[src/rtl/tboq_pkg.sv]
`timescale 1ns / 1ps

package tboq_pkg;

  localparam int TIME_BITS = 32;
  localparam int RUN_MAX = 255;

  localparam int CONTACT_W = 3;
  localparam int MA_W = 16;
  localparam int NOW_W = 32;
  localparam int WIN_W = 8;
  localparam int MS_W = 16;

  localparam int IN_FIELDS_W = CONTACT_W + MA_W + NOW_W;
  localparam int IN_TDATA_W = ((IN_FIELDS_W + 7) / 8) * 8;
  localparam int OUT_FIELDS_W = 4;
  localparam int OUT_TDATA_W = 8;

  localparam int CFG_INDEX_W = 3;
  localparam int CFG_DATA_W = 16;

  typedef logic [TIME_BITS-1:0] time_t;
  typedef logic [WIN_W-1:0] run_t;

  typedef enum logic [CFG_INDEX_W-1:0] {
    REG_SET_THRESHOLD_MA   = 3'd0,
    REG_CLEAR_THRESHOLD_MA = 3'd1,
    REG_SET_WINDOWS        = 3'd2,
    REG_CLEAR_WINDOWS      = 3'd3,
    REG_FREE_SETTLE_MS     = 3'd4,
    REG_SIGNAL_SETTLE_MS   = 3'd5,
    REG_SENSOR_PRESENT     = 3'd6
  } cfg_reg_t;

  localparam logic [MA_W-1:0] SET_THRESHOLD_RST = 16'd50;
  localparam logic [MA_W-1:0] CLEAR_THRESHOLD_RST = 16'd30;
  localparam run_t SET_WINDOWS_RST = 8'd3;
  localparam run_t CLEAR_WINDOWS_RST = 8'd3;
  localparam logic [MS_W-1:0] STABLE_FREE_RST = 16'd500;
  localparam logic [MS_W-1:0] STABLE_SIGNAL_RST = 16'd200;

  // True while a signal that went inactive at since is still inside its window.
  function automatic logic settling(time_t now, time_t since, logic [MS_W-1:0] window);
    time_t diff;
    diff = now - since;
    return diff < time_t'(window);
  endfunction

endpackage

[src/rtl/track_block_occupancy_qualifier_unit.sv]
`timescale 1ns / 1ps

// Track block occupancy qualifier.
// Each item on the s_axis channel is one sensor sample: three contact bits,
// a track current in mA and a millisecond timestamp. Each sample gives
// exactly one result item on the m_axis channel with the occupied flag, the
// contact and current flags and a really-free verdict.
// The cfg channel writes the thresholds, run windows, settle times and the
// sensor-present flag by register index; it is always ready and is meant to
// be written only while no sample is in flight. Unknown indexes are ignored.
// A sample is registered at the input, then evaluated against the state
// into the output register, where the result becomes valid; one item is
// taken per cycle when the receiver keeps up. The rate is set by the
// single state update per cycle. When the receiver stalls, the result
// register holds, the input register fills and s_axis_tready drops until
// the result is taken.
// Synchronous reset loads the default configuration, clears all flags and
// run counters, and sets every timestamp to zero, which means never.
module track_block_occupancy_qualifier_unit (
  input  logic                           clk,
  input  logic                           rst,
  input  logic                           s_axis_tvalid,
  output logic                           s_axis_tready,
  // contact_bits [2:0], current_ma [18:3], now_ms [50:19], zero fill above
  input  logic [tboq_pkg::IN_TDATA_W-1:0]  s_axis_tdata,
  output logic                           m_axis_tvalid,
  input  logic                           m_axis_tready,
  // occupied [0], contact_active [1], current_active [2], really_free [3]
  output logic [tboq_pkg::OUT_TDATA_W-1:0] m_axis_tdata,
  input  logic                           cfg_valid,
  output logic                           cfg_ready,
  input  logic [tboq_pkg::CFG_INDEX_W-1:0] cfg_index,
  input  logic [tboq_pkg::CFG_DATA_W-1:0]  cfg_data
);
  import tboq_pkg::*;

  logic [MA_W-1:0] set_threshold_ma;
  logic [MA_W-1:0] clear_threshold_ma;
  run_t set_windows;
  run_t clear_windows;
  logic [MS_W-1:0] free_settle_ms;
  logic [MS_W-1:0] signal_settle_ms;
  logic current_sensor_present;

  logic in_valid;
  logic [CONTACT_W-1:0] in_contact;
  logic [MA_W-1:0] in_ma;
  time_t in_now;

  logic contact_flag, current_flag, occupied_flag;
  run_t occupied_run_count, free_run_count;
  time_t free_since_ms, contact_low_since_ms, current_low_since_ms;

  logic contact_flag_next, current_flag_next, occupied_flag_next;
  run_t occupied_run_count_next, free_run_count_next;
  time_t free_since_ms_next, contact_low_since_ms_next, current_low_since_ms_next;
  logic really_free_next;

  logic out_valid;
  logic [OUT_FIELDS_W-1:0] out_fields;

  logic advance;
  run_t occ_inc, free_inc;
  logic at_set, at_clear;

  assign advance = in_valid && (!out_valid || m_axis_tready);
  assign s_axis_tready = !in_valid || advance;
  assign cfg_ready = 1'b1;
  assign m_axis_tvalid = out_valid;
  assign m_axis_tdata = {{(OUT_TDATA_W - OUT_FIELDS_W){1'b0}}, out_fields};

  assign at_set = in_ma >= set_threshold_ma;
  assign at_clear = in_ma <= clear_threshold_ma;
  assign occ_inc = (occupied_run_count == run_t'(RUN_MAX)) ? occupied_run_count
                                                           : occupied_run_count + run_t'(1);
  assign free_inc = (free_run_count == run_t'(RUN_MAX)) ? free_run_count
                                                        : free_run_count + run_t'(1);

  always_comb begin
    contact_flag_next = |in_contact;
    contact_low_since_ms_next = contact_low_since_ms;
    if (contact_flag_next != contact_flag) begin
      contact_low_since_ms_next = contact_flag_next ? '0 : in_now;
    end

    current_flag_next = current_flag;
    occupied_run_count_next = occupied_run_count;
    free_run_count_next = free_run_count;
    if (!current_sensor_present) begin
      current_flag_next = 1'b0;
      occupied_run_count_next = '0;
      free_run_count_next = '0;
    end else if (!current_flag) begin
      if (at_set) begin
        free_run_count_next = '0;
        if (occ_inc >= set_windows) begin
          current_flag_next = 1'b1;
          occupied_run_count_next = '0;
        end else begin
          occupied_run_count_next = occ_inc;
        end
      end else begin
        occupied_run_count_next = '0;
        if (at_clear) begin
          free_run_count_next = '0;
        end
      end
    end else begin
      if (at_clear) begin
        occupied_run_count_next = '0;
        if (free_inc >= clear_windows) begin
          current_flag_next = 1'b0;
          free_run_count_next = '0;
        end else begin
          free_run_count_next = free_inc;
        end
      end else begin
        free_run_count_next = '0;
        if (at_set) begin
          occupied_run_count_next = '0;
        end
      end
    end

    current_low_since_ms_next = current_low_since_ms;
    if (current_flag_next != current_flag) begin
      current_low_since_ms_next = current_flag_next ? '0 : in_now;
    end

    occupied_flag_next = contact_flag_next || current_flag_next;
    free_since_ms_next = free_since_ms;
    if (occupied_flag_next != occupied_flag) begin
      free_since_ms_next = occupied_flag_next ? '0 : in_now;
    end

    if (occupied_flag_next) begin
      really_free_next = 1'b0;
    end else if (free_since_ms_next == '0) begin
      really_free_next = 1'b1;
    end else begin
      really_free_next =
        !settling(in_now, free_since_ms_next, free_settle_ms) &&
        !(contact_low_since_ms_next != '0 &&
          settling(in_now, contact_low_since_ms_next, signal_settle_ms)) &&
        !(current_low_since_ms_next != '0 &&
          settling(in_now, current_low_since_ms_next, signal_settle_ms));
    end
  end

  always_ff @(posedge clk) begin
    if (rst) begin
      set_threshold_ma <= SET_THRESHOLD_RST;
      clear_threshold_ma <= CLEAR_THRESHOLD_RST;
      set_windows <= SET_WINDOWS_RST;
      clear_windows <= CLEAR_WINDOWS_RST;
      free_settle_ms <= STABLE_FREE_RST;
      signal_settle_ms <= STABLE_SIGNAL_RST;
      current_sensor_present <= 1'b1;
    end else if (cfg_valid && cfg_ready) begin
      unique case (cfg_index)
        REG_SET_THRESHOLD_MA:   set_threshold_ma <= cfg_data;
        REG_CLEAR_THRESHOLD_MA: clear_threshold_ma <= cfg_data;
        REG_SET_WINDOWS:        set_windows <= cfg_data[WIN_W-1:0];
        REG_CLEAR_WINDOWS:      clear_windows <= cfg_data[WIN_W-1:0];
        REG_FREE_SETTLE_MS:     free_settle_ms <= cfg_data;
        REG_SIGNAL_SETTLE_MS:   signal_settle_ms <= cfg_data;
        REG_SENSOR_PRESENT:     current_sensor_present <= cfg_data[0];
        default: ;
      endcase
    end
  end

  always_ff @(posedge clk) begin
    if (rst) begin
      in_valid <= 1'b0;
    end else if (s_axis_tvalid && s_axis_tready) begin
      in_valid <= 1'b1;
    end else if (advance) begin
      in_valid <= 1'b0;
    end
  end

  always_ff @(posedge clk) begin
    if (s_axis_tvalid && s_axis_tready) begin
      in_contact <= s_axis_tdata[CONTACT_W-1:0];
      in_ma <= s_axis_tdata[CONTACT_W +: MA_W];
      in_now <= time_t'(s_axis_tdata[CONTACT_W + MA_W +: NOW_W]);
    end
  end

  always_ff @(posedge clk) begin
    if (rst) begin
      contact_flag <= 1'b0;
      current_flag <= 1'b0;
      occupied_flag <= 1'b0;
      occupied_run_count <= '0;
      free_run_count <= '0;
      free_since_ms <= '0;
      contact_low_since_ms <= '0;
      current_low_since_ms <= '0;
    end else if (advance) begin
      contact_flag <= contact_flag_next;
      current_flag <= current_flag_next;
      occupied_flag <= occupied_flag_next;
      occupied_run_count <= occupied_run_count_next;
      free_run_count <= free_run_count_next;
      free_since_ms <= free_since_ms_next;
      contact_low_since_ms <= contact_low_since_ms_next;
      current_low_since_ms <= current_low_since_ms_next;
    end
  end

  always_ff @(posedge clk) begin
    if (rst) begin
      out_valid <= 1'b0;
    end else if (advance) begin
      out_valid <= 1'b1;
    end else if (m_axis_tready) begin
      out_valid <= 1'b0;
    end
  end

  always_ff @(posedge clk) begin
    if (advance) begin
      out_fields <= {really_free_next, current_flag_next, contact_flag_next,
                     occupied_flag_next};
    end
  end

endmodule

[config.mk]
export PLATFORM = sky130hd
export DESIGN_NAME = track_block_occupancy_qualifier_unit
export DESIGN_NICKNAME = d
export VERILOG_FILES = /design/src/rtl/tboq_pkg.sv /design/src/rtl/track_block_occupancy_qualifier_unit.sv
export SDC_FILE = /design/constraint.sdc
export NUM_CORES = 1
export LEC_CHECK = 0
export BUFFER_PORTS_ARGS = -buffer_cell sky130_fd_sc_hd__buf_2
export CAP_MARGIN = 20
export CORE_AREA = 4 4 208 210
export CTS_BUF_LIST = sky130_fd_sc_hd__clkbuf_8 sky130_fd_sc_hd__clkbuf_16
export DETAILED_ROUTE_END_ITERATION = 8
export DIE_AREA = 0 0 212 214
export GPL_TIMING_DRIVEN = 0
export SYNTH_ARGS = -nofsm -noshare
export SYNTH_HDL_FRONTEND = slang
export SYNTH_SLANG_ARGS = --single-unit
export TNS_END_PERCENT = 5
[constraint.sdc]
create_clock -name clk -period 8.1 [get_ports clk]
set_input_delay 0.81 -clock clk [delete_from_list [all_inputs] [get_ports clk]]
set_output_delay 0.81 -clock clk [all_outputs]
set_load 0.01 [all_outputs]
==> results of run 1 <==
routing by layer:
| layer | track usage | wire length [um] | vias to the layer above |
|---|---|---|---|
| li1 | - | - | 8849 |
| met1 | 0.380 | 29100 | 8874 |
| met2 | 0.422 | 28500 | 710 |
| met3 | 0.0595 | 5070 | 159 |
| met4 | 0.103 | 2730 | 0 |
| met5 | 0 | 0 | - |
worst min path at each step:
stage                     cells after the start                                  to
after floorplan                               2      free_settle_ms[0]$_SDFFE_PP0P_
after global placement                        2  clear_threshold_ma[7]$_SDFFE_PP0P_
after detailed placement                      2    signal_settle_ms[8]$_SDFFE_PP0P_
after CTS                                     1                 in_now[3]$_DFFE_PP_
after global routing                          1                 in_ma[14]$_DFFE_PP_
final                                         1                 in_now[3]$_DFFE_PP_
cells by family after synthesis:
kind of cell / count (synthesis) / share of synthesized area
other: 2 / 0.000409
buffers and inverters: 255 / 0.0547
AND/OR/NAND/NOR: 784 / 0.198
adder cells (fa/ha/maj): 189 / 0.129
AO/OA/AOI/OAI: 763 / 0.277
XOR/XNOR: 59 / 0.0281
multiplexers: 13 / 0.00735
flip-flops: 253 / 0.306
metrics by stage:
step | instances | util
2_1_floorplan | 2321 | -
3_3_place_gp | 2937 | 0.468
3_5_place_dp | 2939 | 0.469
4_1_cts | 3010 | 0.502
5_1_grt | 3051 | 0.518
6_report | 3051 | 0.518
power by group through the flow:
stage / Combinational [uW] / Sequential (uW) / Clock (uW)
floorplan: 672 / 1410 / 0
global placement: 908 / 1450 / 0
detailed placement: 928 / 1450 / 0
CTS: 958 / 1420 / 1490
global route: 1130 / 1430 / 1540
finish: 1030 / 1430 / 1470
area by class of cell:
| class | instances | area [sq um] | area share |
|---|---|---|---|
| Sequential cell | 253 | 5630 | 0.262 |
| Timing Repair Buffer | 134 | 831 | 0.0386 |
| Tap cell | 539 | 674 | 0.0313 |
| Multi-Input combinational cell | 1813 | 12200 | 0.569 |
| Buffer | 121 | 568 | 0.0264 |
| Clock buffer | 38 | 895 | 0.0416 |
| Clock inverter | 20 | 185 | 0.00861 |
| Inverter | 133 | 499 | 0.0232 |
critical path, delay by kind of cell (launching register included):
kind	cells	cell delay (ps)
and+or+nand+nor	9	1710
AOI/OAI and AO/OA	17	2970
muxes	1	350
DFF	1	360
xor gates and xnor gates	1	160
buffers and inverters	6	890
adders and majority gates	4	1030
sequential cells by signal, summed over array words and instances, names as in the netlist:
register,cells
contact_low_since_ms,32
current_low_since_ms,32
free_since_ms,32
in_now,32
clear_threshold_ma,16
free_settle_ms,16
in_ma,16
set_threshold_ma,16
signal_settle_ms,16
clear_windows,8
free_run_count,8
occupied_run_count,8
set_windows,8
out_fields,4
in_contact,3
contact_flag,1
current_flag,1
current_sensor_present,1
in_valid,1
m_axis_tvalid,1
occupied_flag,1
cells in the final DEF, fill, tap and decap left out, types with 46 or more instances in the layout:
cell type and n:
a21oi_1 210, ha_1 176, a22oi_1 68, a21o_1 46
nand2_1 279, edfxtp_1 55, buf_4 63, inv_1 134
buf_2 80, nor2_1 219, nand3_1 50, clkbuf_1 95
dfxtp_1 193, a211oi_1 106, o21ai_0 72
synth_stat cells, types with 54 or more instances:
| library cell | n | share of area |
|---|---|---|
| inv_1 | 131 | 0.027 |
| a21oi_1 | 223 | 0.061 |
| nand2_1 | 279 | 0.057 |
| edfxtp_1 | 55 | 0.090 |
| o21ai_0 | 81 | 0.022 |
| nor2_1 | 222 | 0.045 |
| a22oi_1 | 72 | 0.029 |
| nand3_1 | 54 | 0.015 |
| a211oi_1 | 108 | 0.044 |
| ha_1 | 185 | 0.13 |
| clkbuf_1 | 104 | 0.021 |
| dfxtp_1 | 198 | 0.22 |
timing repair:
action,4_1_cts,5_1_grt
pin swaps,9,53
hold endpoints to repair,0,0
gates resized for setup,50,95
setup endpoints to repair,1,1
setup buffers,14,40
==> impl_metrics.ini, run 1 <==
[outcome]
status = complete, no violations

[floorplanning]
die_area_sq_um = 45400
ios = 91
die_w_um = 212
initial_core_util = 0.442
die_h_um = 214
num_rows = 75
core_sq_um = 41600

[grt]
grt_max_degree = 33
grt-ovfl-total = 0
grt_antenna_before_repair = 0
grt_pass1_wl_mm = 99.5
grt_pass1_vias = 17602
grtUsageTotal = 0.275

[worst_setup_path]
setup.worst_path.class = reg2reg
reg2reg_depth = 38
critPathRequiredTime_ps = 8430
cp-end-kind = flop
reg2reg_from = occupied_run_count[0]$_SDFFE_PP0P_
slowest_delay_ps = 360
crit_end = out_fields[3]$_SDFFCE_PP0P_
startpoint_type = flop
cp-startpoint = occupied_run_count[0]$_SDFFE_PP0P_
reg2reg_slack_ps = 340
cpMostUsedCell = buf_4
slowest_stage = dfxtp_4
cp_max_fo = 8
reg2reg_to = out_fields[3]$_SDFFCE_PP0P_
arrival_ps = 8090

[place]
post_dp_cell_area_sq_um = 19500
port_buffers = 77
globalplace.congestion = 0.926
pre_cts_ws_ps = -2170
dpl.hpwl_mm = 49.3

[power_and_ir_drop]
clockPowerShare = 0.375
seq_power_share = 0.363
swShare = 0.331
p_int_uw = 2630
power_frac_comb = 0.262
p_leak_uw = 0.00805
ir_drop_uv = 172
switching_power_uw = 1300
power_per_cell_area_nw_per_um2 = 183
p_total_uw = 3930

[hold_path]
worstHoldPathType = in2reg
holdCritStartpoint = s_axis_tdata[22]

[flow_run]
drv_cap = 0

[synthesis]
ys_seq_area_frac = 0.306
syn_area_sq_um = 18400
syn_area_per_cell_sq_um = 7.93
synth_edf_count = 55
synth_cell_types = 96
synthArstFlopShare = 0
yosysWarnings = 0
syn_inst = 2318
synth_seq_cells = 253
synth_ff_type = dfxtp_1

[sta]
slew_headroom = 0.284
setup_viol = 0
setup_tns_ps = 0
tightestPinTransition_ps = 1070
final-hold-violation-count = 0
timing.final.crit_share = 0.958
fin_ws_ps = 338
finClkSkew_ps = 20.0
finalMaxSlewViolations = 0
timing.fmax_mhz = 129
hold_ws_ps = 380
min_period_ps = 7760

[finish]
fillers = 4028
drive_above_1_share = 0.124
fin_nets = 2754
final_area_sq_um = 21500
synthToLayoutAreaGrowth_pct = 17.1
antennaDiodeCount = 0

[detailed_routing]
wl_per_cell_um = 21.4
antenna_left = 0
vias = 18592
routed_wirelength_mm = 65.4
dr.first_iter.drc_count = 1535
drc_errors = 0
drt-vias-per-instance = 6.09
first_pass_iters = 5

[clock_tree]
cts_tree = yes
cts_root_buffer = clkbuf_16
cts_max_level = 1
cts-buffers-inserted = 31
clk_pin_slew_ps = 60
cts_buffer_depth = 3
hold_buffers = 0
cts.sinks = 253
clkLatencyLatePin_ps = 600
No activity file was read; power rests on OpenSTA's default activity.
==> run 2: changes to the inputs <==
--- a/config.mk
+++ b/config.mk
@@ -6,12 +6,11 @@
 export NUM_CORES = 1
 export LEC_CHECK = 0
 export BUFFER_PORTS_ARGS = -buffer_cell sky130_fd_sc_hd__buf_2
-export CAP_MARGIN = 20
 export CORE_AREA = 4 4 208 210
 export CTS_BUF_LIST = sky130_fd_sc_hd__clkbuf_8 sky130_fd_sc_hd__clkbuf_16
+export CTS_CLUSTER_SIZE = 12
 export DETAILED_ROUTE_END_ITERATION = 8
 export DIE_AREA = 0 0 212 214
-export GPL_TIMING_DRIVEN = 0
 export SYNTH_ARGS = -nofsm -noshare
 export SYNTH_HDL_FRONTEND = slang
 export SYNTH_SLANG_ARGS = --single-unit
==> impl_metrics.ini, run 2 (synthesized netlist as in run 1, its figures left out) <==
[grt]
grt_pass1_vias = 16290
grt_antenna_before_repair = 1
grt_max_degree = 131
grtUsageTotal = 0.240
grt-ovfl-total = 0
grt_pass1_wl_mm = 89.0

[power_and_ir_drop]
clockPowerShare = 0.389
power_per_cell_area_nw_per_um2 = 187
seq_power_share = 0.368
swShare = 0.316
p_int_uw = 2630
power_frac_comb = 0.243
p_leak_uw = 0.00780
switching_power_uw = 1220
ir_drop_uv = 187

[worst_setup_path]
slowest_delay_ps = 430
arrival_ps = 7990
cpMostUsedCell = ha_1
cp_max_fo = 13
slowest_stage = ha_1
startpoint_type = flop
setup.worst_path.class = reg2reg
cp-end-kind = flop
critPathRequiredTime_ps = 8420

[clock_tree]
cts_root_buffer = clkbuf_16
cts_buffer_depth = 3
cts_tree = yes
cts_max_level = 1
cts-buffers-inserted = 31
clk_pin_slew_ps = 60
clkLatencyLatePin_ps = 590
cts.sinks = 253
hold_buffers = 0

[hold_path]
worstHoldPathType = in2reg

[place]
port_buffers = 80
globalplace.congestion = 0.926
dpl.hpwl_mm = 41.9

[sta]
finClkSkew_ps = 19.1
slew_headroom = 0.267
final-hold-violation-count = 0
setup_viol = 0
setup_tns_ps = 0
timing.fmax_mhz = 130
hold_ws_ps = 388
rsz0062_at_grt = no
finalMaxSlewViolations = 0
min_period_ps = 7670
tightestPinTransition_ps = 1100
timing.final.crit_share = 0.947

[finish]
post-route-util = 0.496
antennaDiodeCount = 0
regArea_sq_um = 5620
final_cell_mix = 279 x nand2_1, 222 x nor2_1, 219 x a21oi_1
final_common_cell = nand2_1
drive_above_1_share = 0.102
synthToLayoutAreaGrowth_pct = 12.1
fillers = 4061
fin_nets = 2637
multi_input_area_sq_um = 11900

[floorplanning]
core_sq_um = 41600
initial_core_util = 0.442
die_area_sq_um = 45400
ios = 91
die_w_um = 212
num_rows = 75
die_h_um = 214

[detailed_routing]
first_pass_iters = 6
wl_per_cell_um = 19.4
drc_errors = 0
vias = 17512
routed_wirelength_mm = 56.9
antenna_left = 0
drt-vias-per-instance = 5.97
dr.first_iter.drc_count = 1513

[outcome]
status = complete, no violations

[flow_run]
drv_cap = 0
run 2: cell count changes in the layout (fill, tap and decap cells not counted), moves of 5 or more:
cell,change
buf_4,-5
o21ai_1,-5
ha_4,-6
o21ai_0,+7
a21oi_1,+9
clkbuf_1,-95
ha_1,+9
clkinv_1,-7
buf_6,-8
a21oi_2,-9
dfxtp_1,+5
run 2: layout make-up:
cell class                      instances  share of cell area
Clock buffer                           35              0.0409
Clock inverter                         22              0.0127
Inverter                              133              0.0245
Multi-Input combinational cell       1813               0.576
Sequential cell                       253               0.273
Tap cell                              539              0.0327
Timing Repair Buffer                  138              0.0409
run 2: power by group through the flow:
stage / combinational (uW) / clock, uW / sequential (uW)
2_1_floorplan: 672 / 0 / 1410
3_3_place_gp: 895 / 0 / 1440
3_5_place_dp: 909 / 0 / 1440
4_1_cts: 916 / 1530 / 1410
5_1_grt: 1040 / 1580 / 1420
6_report: 933 / 1490 / 1420
run 2: worst paths after layout:
| path | endpoint | slack, ps | start | cells after the start |
|---|---|---|---|---|
| worst min register to register | free_settle_ms[0]$_SDFFE_PP0P_ | 450 | free_settle_ms[0]$_SDFFE_PP0P_ | 2 |
| worst max register to register | out_fields[3]$_SDFFCE_PP0P_ | 430 | free_run_count[0]$_SDFFE_PP0P_ | 41 |
| worst max-delay path | out_fields[3]$_SDFFCE_PP0P_ | 430 | free_run_count[0]$_SDFFE_PP0P_ | 41 |
| worst min-delay path | in_ma[2]$_DFFE_PP_ | 390 | s_axis_tdata[5] | 1 |
run 2: routing by layer:
metal	GRT usage	part of all wire
met1	0.347	0.47
met2	0.381	0.45
met3	0.0321	0.060
met4	0.0596	0.027
met5	0	0.00023
run 2: per-stage QoR:
step / power, uW / worst slack (ps) / cell area [sq um] / instances
after floorplan: 2080 / 487 / 18400 / 2321
after global placement: 2340 / 336 / 19400 / 2866
after detailed placement: 2350 / 149 / 19400 / 2866
after CTS: 3860 / 122 / 20500 / 2923
after global routing: 4040 / 3.01 / 20600 / 2933
final: 3840 / 428 / 20600 / 2933
run 2: worst max-delay path: cells and delay by family, from the launching register on:
kind	cells	cell delay, ps
AOI/OAI and AO/OA	18	2900
xor gates and xnor gates	2	330
adders and majority gates	4	1240
buffers and inverters	4	610
DFF	1	400
and+or+nand+nor	13	1920
run 2: repair_timing:
item,4_1_cts,5_1_grt
buffers inserted,0,10
endpoints found under the setup margin,0,1
resized for setup,0,17
